**config.mk**
```make
export PLATFORM = sky130hd
export DESIGN_NAME = buffer_pool_free_stack_allocator
export DESIGN_NICKNAME = d
export VERILOG_FILES = /design/src/rtl/core/bpfs_pkg.sv /design/src/rtl/core/buffer_pool_free_stack_allocator.sv
export SDC_FILE = /design/constraint.sdc
export NUM_CORES = 1
export LEC_CHECK = 0
export BUFFER_PORTS_ARGS = -buffer_cell sky130_fd_sc_hd__buf_2
export CAP_MARGIN = 20
export CORE_MARGIN = 1.5
export CORE_UTILIZATION = 61
export DETAILED_ROUTE_END_ITERATION = 7
export GPL_TIMING_DRIVEN = 0
export PLACE_DENSITY_LB_ADDON = 0.05
export SLEW_MARGIN = 5
export SYNTH_ARGS = -nofsm -noshare
export SYNTH_HDL_FRONTEND = slang
export SYNTH_SLANG_ARGS = --single-unit
```
**constraint.sdc**
```tcl
create_clock -name clk -period 3.67 [get_ports clk]
set_input_delay 0.1835 -clock clk [delete_from_list [all_inputs] [get_ports clk]]
set_output_delay 0.1835 -clock clk [all_outputs]
set_load 0.05 [all_outputs]
```
**src/rtl/core/bpfs_pkg.sv**
```systemverilog
// Shared constants and types for the buffer pool free stack allocator.
// No dependencies.
`timescale 1ns / 1ps

package bpfs_pkg;

	localparam int NUM_BUFFERS = 16;
	localparam int IDX_W       = 4;   // buffer_index / result_index field width
	localparam int CNT_W       = 5;   // free_left field width
	localparam int STAT_W      = 3;

	localparam logic [STAT_W-1:0] ST_FREE  = 3'd0;
	localparam logic [STAT_W-1:0] ST_ALLOC = 3'd1;

	typedef enum logic [1:0] {
		REQ_ALLOC = 2'd0,
		REQ_FREE  = 2'd1,
		REQ_GET   = 2'd2,
		REQ_SET   = 2'd3
	} req_t;

	typedef enum logic [1:0] {
		ERR_OK           = 2'd0,
		ERR_EMPTY        = 2'd1,
		ERR_ALREADY_FREE = 2'd2,
		ERR_RANGE        = 2'd3
	} err_t;

	typedef enum logic {
		CTL_IDLE = 1'b0,
		CTL_EXEC = 1'b1
	} ctl_state_t;

endpackage

```
**src/rtl/core/buffer_pool_free_stack_allocator.sv**
```systemverilog
// Top level of the buffer pool free stack allocator: free stack, status memory,
// control FSM and output register. Depends on bpfs_pkg.
`timescale 1ns / 1ps

// Usage
//  Requests come in on the s_ channel: s_tuser carries the request kind
//  (allocate, free, get status, set status), s_tdata the buffer index and the
//  new status. Each request gives exactly one result on the m_ channel: the
//  granted or echoed index, the buffer status after the request, an error code
//  and the number of free buffers left.
//  Flow: a request is first read: the free stack top and the addressed status
//  word are registered from the two synchronous memories. Then it is modified,
//  written back and loaded into the output register once that register is
//  free. A new request is taken only after the last one has written back.
//  Only one request is in flight, so no forwarding is needed.
//  Reset: the count is set to full and the per-entry valid bits are cleared;
//  an entry that was never written reads as its reset value (stack entry i
//  holds i, status is free). No clearing pass, so requests are taken right
//  after reset.
//  Stall: while a result waits in the output register the next request is
//  still taken and read; its write-back holds until the output register
//  frees, and s_tready stays low meanwhile.
module buffer_pool_free_stack_allocator
	import bpfs_pkg::*;
(
	input  logic        clk,
	input  logic        arst_n,
	input  logic        s_tvalid,
	output logic        s_tready,
	input  logic [7:0]  s_tdata,   // [3:0] buffer_index, [6:4] new_status, [7] zero
	input  logic [1:0]  s_tuser,   // [1:0] req_type
	output logic        m_tvalid,
	input  logic        m_tready,
	output logic [15:0] m_tdata    // [3:0] result_index, [6:4] status_out,
	                               // [8:7] error_code, [13:9] free_left, [15:14] zero
);

	// control state
	ctl_state_t             state_q, state_d;
	logic [CNT_W-1:0]       free_count_q;
	logic                   out_vld_q;
	logic                   accept;
	logic                   exec_go;

	// memories and their valid bits
	logic [IDX_W-1:0]       stack_mem  [NUM_BUFFERS];
	logic [STAT_W-1:0]      status_mem [NUM_BUFFERS];
	logic [NUM_BUFFERS-1:0] stack_vld_q;
	logic [NUM_BUFFERS-1:0] status_vld_q;

	// stage 1: request and read data
	req_t                   req_s1;
	logic [IDX_W-1:0]       idx_s1;
	logic [STAT_W-1:0]      nst_s1;
	logic [IDX_W-1:0]       stk_raddr_s1;
	logic [IDX_W-1:0]       stk_rdata_s1;
	logic                   stk_hit_s1;
	logic [STAT_W-1:0]      st_rdata_s1;
	logic                   st_hit_s1;

	// execute results
	logic [IDX_W-1:0]       stk_raddr;
	logic [IDX_W-1:0]       top_idx;
	logic [STAT_W-1:0]      cur_st;
	logic                   stk_we;
	logic [IDX_W-1:0]       stk_waddr;
	logic                   st_we;
	logic [IDX_W-1:0]       st_waddr;
	logic [STAT_W-1:0]      st_wdata;
	logic [CNT_W-1:0]       count_nxt;
	logic [IDX_W-1:0]       res_idx;
	logic [STAT_W-1:0]      res_st;
	err_t                   res_err;

	// output register
	logic [IDX_W-1:0]       out_idx_q;
	logic [STAT_W-1:0]      out_st_q;
	err_t                   out_err_q;
	logic [CNT_W-1:0]       out_free_q;

	// ---------------- control FSM ----------------
	always_ff @(posedge clk or negedge arst_n) begin
		if (!arst_n) begin
			state_q <= CTL_IDLE;
		end else begin
			state_q <= state_d;
		end
	end

	always_comb begin
		state_d  = state_q;
		s_tready = 1'b0;
		exec_go  = 1'b0;
		unique case (state_q)
			CTL_IDLE: begin
				s_tready = 1'b1;
				if (s_tvalid) state_d = CTL_EXEC;
			end
			CTL_EXEC: begin
				// write back only when the output register can take the result
				exec_go = !out_vld_q || m_tready;
				if (exec_go) state_d = CTL_IDLE;
			end
			default: state_d = CTL_IDLE;
		endcase
	end

	assign accept    = s_tvalid && s_tready;
	// top of stack sits one below the count; wraps when empty, unused then
	assign stk_raddr = IDX_W'(free_count_q - CNT_W'(1));

	// ---------------- read stage ----------------
	always_ff @(posedge clk) begin
		if (accept) begin
			req_s1       <= req_t'(s_tuser);
			idx_s1       <= s_tdata[3:0];
			nst_s1       <= s_tdata[6:4];
			stk_raddr_s1 <= stk_raddr;
			stk_rdata_s1 <= stack_mem[stk_raddr];
			stk_hit_s1   <= stack_vld_q[stk_raddr];
			st_rdata_s1  <= status_mem[s_tdata[3:0]];
			st_hit_s1    <= status_vld_q[s_tdata[3:0]];
		end
	end

	// unwritten entries read as their reset contents
	assign top_idx = stk_hit_s1 ? stk_rdata_s1 : stk_raddr_s1;
	assign cur_st  = st_hit_s1 ? st_rdata_s1 : ST_FREE;

	// ---------------- modify ----------------
	always_comb begin
		stk_we    = 1'b0;
		stk_waddr = IDX_W'(free_count_q);
		st_we     = 1'b0;
		st_waddr  = idx_s1;
		st_wdata  = nst_s1;
		count_nxt = free_count_q;
		res_idx   = idx_s1;
		res_st    = ST_FREE;
		res_err   = ERR_OK;
		if (req_s1 == REQ_ALLOC) begin
			if (free_count_q == '0 || free_count_q > CNT_W'(NUM_BUFFERS)) begin
				res_err = ERR_EMPTY;
				res_idx = '0;
			end else begin
				count_nxt = free_count_q - CNT_W'(1);
				st_we     = 1'b1;
				st_waddr  = top_idx;
				st_wdata  = ST_ALLOC;
				res_idx   = top_idx;
				res_st    = ST_ALLOC;
			end
		end else if ({1'b0, idx_s1} >= CNT_W'(NUM_BUFFERS)) begin
			res_err = ERR_RANGE;
		end else begin
			case (req_s1)
				REQ_FREE: begin
					if (cur_st == ST_FREE) begin
						res_err = ERR_ALREADY_FREE;
					end else if (free_count_q >= CNT_W'(NUM_BUFFERS)) begin
						// stack full after a set marked a stacked buffer busy
						res_err = ERR_ALREADY_FREE;
						res_st  = cur_st;
					end else begin
						stk_we    = 1'b1;
						count_nxt = free_count_q + CNT_W'(1);
						st_we     = 1'b1;
						st_wdata  = ST_FREE;
					end
				end
				REQ_GET: res_st = cur_st;
				default: begin
					st_we  = 1'b1;
					res_st = nst_s1;
				end
			endcase
		end
	end

	// ---------------- write back ----------------
	always_ff @(posedge clk) begin
		if (exec_go && stk_we) stack_mem[stk_waddr] <= idx_s1;
		if (exec_go && st_we)  status_mem[st_waddr] <= st_wdata;
	end

	always_ff @(posedge clk or negedge arst_n) begin
		if (!arst_n) begin
			free_count_q <= CNT_W'(NUM_BUFFERS);
			stack_vld_q  <= '0;
			status_vld_q <= '0;
			out_vld_q    <= 1'b0;
		end else begin
			if (exec_go) begin
				free_count_q <= count_nxt;
				if (stk_we) stack_vld_q[stk_waddr] <= 1'b1;
				if (st_we)  status_vld_q[st_waddr] <= 1'b1;
			end
			if (exec_go)       out_vld_q <= 1'b1;
			else if (m_tready) out_vld_q <= 1'b0;
		end
	end

	always_ff @(posedge clk) begin
		if (exec_go) begin
			out_idx_q  <= res_idx;
			out_st_q   <= res_st;
			out_err_q  <= res_err;
			out_free_q <= count_nxt;
		end
	end

	assign m_tvalid = out_vld_q;
	assign m_tdata  = {2'b00, out_free_q, out_err_q, out_st_q, out_idx_q};

	// ---------------- assertions ----------------
	a_count_range: assert property (@(posedge clk) disable iff (!arst_n)
		free_count_q <= CNT_W'(NUM_BUFFERS))
		else $error("free count above pool size");

	a_free_left: assert property (@(posedge clk) disable iff (!arst_n)
		exec_go |=> (out_free_q == free_count_q) && m_tvalid)
		else $error("free_left does not match count");

	a_count_hold: assert property (@(posedge clk) disable iff (!arst_n)
		!exec_go |=> $stable(free_count_q))
		else $error("count changed outside write-back");

	a_no_accept_exec: assert property (@(posedge clk) disable iff (!arst_n)
		(state_q == CTL_EXEC) |-> !s_tready)
		else $error("request taken while one is in flight");

endmodule
```
==> results.toml, run 1 <==
[timing]
max_freq_mhz = 283
relSlewSlack_pct = 40.9
fin_tns_setup_ps = 0
final_hold_viol_count = 0
worst_pin_slew_ps = 887
fin_crit_ps = 3540
finalCritPeriodShare_pct = 96.4
setup_violations = 0
timing.hold.ws_ps = 26.9
finalClockSkew_ps = 6.96
slew_viol_final = 0

[cts]
cts_buffer_depth = 2
cts_root_buffer = "clkbuf_16"
cts_tree = "yes"
htreeDepth = 4
clock_latency_ps = 430
cts_buffers = 17
clkSlewWorstSetupHoldPaths_ps = 70
clock-sinks = 187

[outcome]
status = "finished clean"

[worst_setup_path]
arrival_ps = 3620
r2r-start = "free_count_q[0]$_DFFE_PN0P_"
r2r_slack_ps = 130
start_kind = "flip-flop"
cp_data_required_time_ps = 3750
cp_cell_sequence = "buf_6 > inv_1 > ha_1 > nor3b_2 > ha_1 > nand4bb_1 > nor2_1 > nand3_1 > nor2_1"
cp_slowest_stage_delay_ps = 490
critPathMaxFanout = 16
cp_slowest_cell = "nor2_1"
worst_setup_path_end_kind = "flip-flop"
critical_path_class = "flip-flop to flip-flop"
crit_start = "free_count_q[0]$_DFFE_PN0P_"

[placement]
routabilityCongestion = 0.863
port_buffers = 28
placedInstanceArea_um2 = 8180
dp_hpwl_mm = 10.7

[finish]
n_antenna_cell = 0
fillers = 856
syn_to_final_growth_pct = 15.2
seq_area_um2 = 5420
final_area_um2 = 8990
layout-drive-gt1-share_pct = 24.8
final_nets = 594
fin_util_pct = 71.6
multiInputGateArea_um2 = 2300

[detailed_routing]
drc = 0
vias = 4634
dr.pass1.iters = 5
viasPerCell = 6.13
drt.antenna.violating_nets = 0
post_drt_wl_per_cell_um = 21.2
wl_mm = 16.1
drt_iter0_markers = 519

[job]
maxCapViolations = 0

[yosys]
yosys_most_used_dff = "edfxtp_1"
synth_edf_count = 148
synth_top_cell_area_share_pct = 56.9
synth_cell_types = 50
syn_avg_cell_area_um2 = 15.5
synthArstFlopShare_pct = 20.9
yosys-top-cells-area = "edfxtp_1 57%, dfrtp_1 12%, mux4_2 8.7%, o21bai_1 3.1%, nand2_1 2.6%"
syn_area_um2 = 7810
synth_warnings = 0
yosysMostFrequentCell = "edfxtp_1"
yosys.area.top_type = "edfxtp_1"
synthTopCellsByCount = "148 x edfxtp_1, 55 x nand2_1, 43 x nor2_1"
syn_inst = 505
seq_area_frac_synth_pct = 69.5
ys_ff_latch = 187

[global_route]
grt_pass1_wl_mm = 25.0
antenna_found_initial = 0
track_usage_pct = 25.9
grt_max_degree = 40
grt-ovfl-total = 0
grt_pass1_vias = 4530

[floorplanning]
io_pins = 32
core_area_um2 = 12600
die_h_um = 116
die_area_um2 = 13500
start_util_pct = 62.1
fp-row-count = 41
die_x_um = 116

[min_path]
min_path_type = "input pin to flip-flop"
hp-start = "s_tdata[3]"

[pwr]
power_density_nw_per_um2 = 812
p_leak_nw = 3.20
irDropWorstVdd_mv = 0.510
==> power breakdown <==
group	total (W)	switching (W)	internal (W)
clock	0.00178	0.000778	0.00100
sequential	0.00302	0.000210	0.00281
combinational	0.00251	0.00164	0.000863
total	0.00730	0.00263	0.00467
==> placed cells by master (no fill, tap or decap), types with 4 or more instances in the layout <==
| cell | Yosys | routed |
|---|---|---|
| a21oi_1 | 16 | 16 |
| nor3_1 | 4 | 4 |
| mux2_2 | 6 | 6 |
| nand3_1 | 15 | 14 |
| clkbuf_1 | 6 | 7 |
| nor2_1 | 43 | 22 |
| clkbuf_16 | 0 | 18 |
| buf_4 | 6 | 14 |
| mux2i_1 | 9 | 9 |
| o21ai_0 | 4 | 4 |
| nand2_1 | 55 | 52 |
| clkinv_4 | 0 | 4 |
| o21bai_1 | 32 | 32 |
| a41o_1 | 5 | 5 |
| inv_1 | 11 | 11 |
| nor2_2 | 0 | 21 |
| mux4_2 | 30 | 30 |
| buf_2 | 2 | 29 |
| ha_1 | 9 | 9 |
| dfrtp_1 | 38 | 38 |
| a32oi_1 | 5 | 5 |
| dlygate4sd3_1 | 0 | 9 |
| nand4_1 | 5 | 5 |
| edfxtp_1 | 148 | 148 |
| nand2b_1 | 6 | 6 |
| buf_1 | 6 | 6 |
==> worst paths after layout <==
path | to | cells after the start
max | stack_mem[4][1]$_DFFE_PP_ | 9
min | idx_s1[3]$_DFFE_PP_ | 1
max reg2reg | stack_mem[4][1]$_DFFE_PP_ | 9
min reg2reg | status_vld_q[10]$_DFFE_PN0P_ | 1
max in group asynchronous | stack_vld_q[4]$_DFFE_PN0N_ | 2
min in group asynchronous | free_count_q[2]$_DFFE_PN0P_ | 2
==> cells by family (layout without fill, tap and decap cells) <==
| group | Yosys count | after routing | synth area share, % |
|---|---|---|---|
| flip-flops | 187 | 187 | 69.5 |
| AND/OR/NAND/NOR | 142 | 142 | 8.11 |
| AO/OA/AOI/OAI | 79 | 79 | 7.36 |
| multiplexers | 45 | 45 | 10.7 |
| buffers and inverters | 36 | 114 | 2.15 |
| adder cells (fa/ha/maj) | 9 | 9 | 1.44 |
| XOR/XNOR | 6 | 6 | 0.770 |
| other | 1 | 2 | 0.0480 |
==> worst max-delay path, delay by kind of cell (launching register included) <==
kind	cells	cell delay, ps
flip-flops	1	400
adder cells (fa/ha/maj)	2	560
AND/OR/NAND/NOR	5	1780
buffers and inverters	2	440
==> layout make-up <==
cell class	instances	share of cell area, %
Clock inverter	12	1.27
Multi-Input combinational cell	283	25.5
Buffer	20	1.22
Timing Repair Buffer	47	3.48
Tap cell	172	2.39
Clock buffer	20	5.20
Inverter	15	0.626
Sequential cell	187	60.3
==> metrics by stage <==
stage	cells	power, W	worst slack (ps)
4_1_cts	753	0.00727	90.2
3_5_place_dp	707	0.00544	-406
6_report	756	0.00730	132
2_1_floorplan	506	0.00473	435
5_1_grt	756	0.00764	-13.3
3_3_place_gp	706	0.00537	-375
==> timing repair <==
action / in CTS / in global routing
gates resized for setup: 17 / 11
pin swaps: 3 / 1
setup buffers: 6 / 2
hold buffers: 9 / 0
endpoints found under the hold margin: 46 / 0
setup endpoints to repair: 137 / 59
==> state kept, by name, indices dropped and copies added, names as in the netlist <==
register and count:
free_count_q 5, idx_s1 4, m_tvalid 1, nst_s1 3, out_err_q 2, out_free_q 5, out_idx_q 4, out_st_q 3
req_s1 2, st_hit_s1 1, st_rdata_s1 3, stack_mem 64, stack_vld_q 16, state_q 1, status_mem 48, status_vld_q 16
stk_hit_s1 1, stk_raddr_s1 4, stk_rdata_s1 4
==> per-layer routing <==
| layer | vias to the layer above | track usage, % | routed length (µm) | part of all wire [%] |
|---|---|---|---|---|
| li1 | 2060 | - | - | - |
| met1 | 2348 | 37.9 | 6990 | 44 |
| met5 | - | 0 | 0 | 0 |
| met2 | 200 | 39.8 | 7700 | 48 |
| met3 | 26 | 4.77 | 1080 | 6.7 |
| met4 | 0 | 9.67 | 280 | 1.7 |
No activity file was read; power rests on OpenSTA's default activity.
==> inputs of run 2 (changes only) <==
--- a/config.mk
+++ b/config.mk
@@ -8,7 +8,7 @@
 export BUFFER_PORTS_ARGS = -buffer_cell sky130_fd_sc_hd__buf_2
 export CAP_MARGIN = 20
 export CORE_MARGIN = 1.5
-export CORE_UTILIZATION = 61
+export CORE_UTILIZATION = 35
 export DETAILED_ROUTE_END_ITERATION = 7
 export GPL_TIMING_DRIVEN = 0
 export PLACE_DENSITY_LB_ADDON = 0.05
==> run 2 against run 1 <==
Cell count up 14%. Design area grew 2.8%. First-iteration DRC count is 44% lower. Die area grew 72%. Worst setup slack gained 70 ps. Critical path type unchanged. Critical endpoint is now status_mem[15][0]$_DFFE_PP_.
==> results.toml, run 2 (synthesized netlist as in run 1, its figures left out) <==
[global_route]
track_usage_pct = 16.5
grt_max_degree = 40
grt-ovfl-total = 0
grt_pass1_wl_mm = 28.5
grt_pass1_vias = 4792
antenna_found_initial = 0

[worst_setup_path]
critPathTopFamily = "buffers and inverters"
critPathMaxFanout = 10
cp_num_buf_inv = 5
worst_setup_path_end_kind = "flip-flop"
cp_cell_sequence = "buf_4 > buf_6 > clkinvlp_4 > ha_2 > nor3b_2 > ha_2 > nor2b_4 > buf_4 > mux2i_1 > nand4_1 > buf_4 > nor2_1"
crit_path_frequent_cell = "buf_4"
arrival_ps = 3580
cp_data_required_time_ps = 3790
critical_path_class = "flip-flop to flip-flop"
cp_slowest_stage_delay_ps = 380
start_kind = "flip-flop"
cp_slowest_cell = "dfrtp_1"

[timing]
finalCritPeriodShare_pct = 94.5
worst_slack_ps = 203
rsz0062_at_grt = "no"
worst_pin_slew_ps = 925
relSlewSlack_pct = 38.3
finalClockSkew_ps = 12.8
fin_crit_ps = 3470
final_hold_viol_count = 0
timing.hold.ws_ps = 36.7
setup_violations = 0
max_freq_mhz = 288
slew_viol_final = 0

[cts]
htreeDepth = 4
cts_buffer_depth = 2
cts_tree = "yes"
cts_root_buffer = "clkbuf_16"
cts_buffers = 17
clkSlewWorstSetupHoldPaths_ps = 70
clock-sinks = 187
clock_latency_ps = 440

[finish]
final_nets = 595
syn_to_final_growth_pct = 18.5
regMostFlops = "stack_mem"
reg_top3 = "stack_mem: 64 flops, status_mem: 48 flops"
fillers = 1952
n_antenna_cell = 0
final_common_cell = "edfxtp_1"
largest_reg_flops = 64
layout-drive-gt1-share_pct = 27.7
mostFrequentLayoutCells = "148 x edfxtp_1, 52 x nand2_1, 38 x dfrtp_1, 32 x o21bai_1, 30 x mux4_2"
fin_cells = 865

[detailed_routing]
drc = 0
post_drt_wl_per_cell_um = 21.3
drt_iter0_markers = 291
drt.antenna.violating_nets = 0
dr.pass1.iters = 5
wl_mm = 18.4
viasPerCell = 5.20
vias = 4498

[min_path]
min_path_type = "input pin to flip-flop"

[pwr]
irDropWorstVdd_mv = 0.284
p_leak_nw = 3.22
power_density_nw_per_um2 = 816

[floorplanning]
core_area_um2 = 21800
die_x_um = 152
start_util_pct = 35.8
die_h_um = 152
io_pins = 32
die_area_um2 = 23200
fp-row-count = 54

[placement]
dp_slack_ps = -629
routabilityCongestion = 0.813
port_buffers = 28
dp_hpwl_mm = 12.5
placedCellCount = 815

[job]
maxCapViolations = 0

[outcome]
status = "finished clean"
[run 2: changes by cell type in the layout (fill, tap and decap cells not counted), moves of 3 or more]
cell,before,now
clkinv_2,3,0
clkinv_4,4,0
clkinv_8,0,5
inv_12,0,3
inv_8,1,5
nor2_1,22,15
nor2_2,21,26
[run 2: repair_timing]
item                                    CTS  global route
endpoints found under the setup margin  157           154
setup buffers                             8             0
hold buffers                              9             0
endpoints found under the hold margin    46             0
pin swaps                                 3             0
gates resized for setup                  24            24
[run 2: power by group]
group	total (W)	internal (W)	switching, W
sequential	0.00302	0.00281	0.000214
combinational	0.00261	0.000891	0.00172
clock	0.00191	0.000951	0.000962
[run 2: routing by layer]
layer	global-route usage [%]	vias up	wire [µm]	share of wire, %
met5	0	-	0	0
met4	4.67	0	218	1.2
met3	3.61	14	793	4.3
met2	24.9	109	8370	45
met1	24.1	2312	9020	49
li1	-	2063	-	-
[run 2: metrics by stage]
step	utilization (%)	instance area [µm²]	power, W	TNS [ps]
after global routing	42.4	9250	0.00796	0
after detailed placement	38.1	8320	0.00556	-49770
after CTS	42.0	9160	0.00756	-3790
after global placement	38.0	8300	0.00551	-48400
final	42.4	9250	0.00755	0
after floorplan	-	7810	0.00473	0
[run 2: path summary, 6_finish.rpt]
kind | start | endpoint | slack [ps] | depth (start not counted)
worst max-delay path | free_count_q[0]$_DFFE_PN0P_ | status_mem[15][0]$_DFFE_PP_ | 200 | 12
min in group asynchronous | arst_n | free_count_q[2]$_DFFE_PN0P_ | 410 | 2
worst max register to register | free_count_q[0]$_DFFE_PN0P_ | status_mem[15][0]$_DFFE_PP_ | 200 | 12
worst min register to register | stack_vld_q[5]$_DFFE_PN0N_ | stack_vld_q[5]$_DFFE_PN0N_ | 480 | 1
worst min-delay path | s_tdata[3] | idx_s1[3]$_DFFE_PP_ | 40 | 1
max in group asynchronous | arst_n | status_vld_q[0]$_DFFE_PN0P_ | 2670 | 2
[run 2: cell type report]
type / instances / area (µm²) / area share (%)
plain buffers: 21 / 118 / 1.27
clock buffers: 17 / 425 / 4.60
clock inverters: 15 / 204 / 2.21
inverters: 15 / 60.1 / 0.649
multi-input cells: 283 / 2360 / 25.5
flip-flops and latches: 187 / 5420 / 58.6
well taps: 280 / 350 / 3.79
repair buffers: 47 / 313 / 3.38
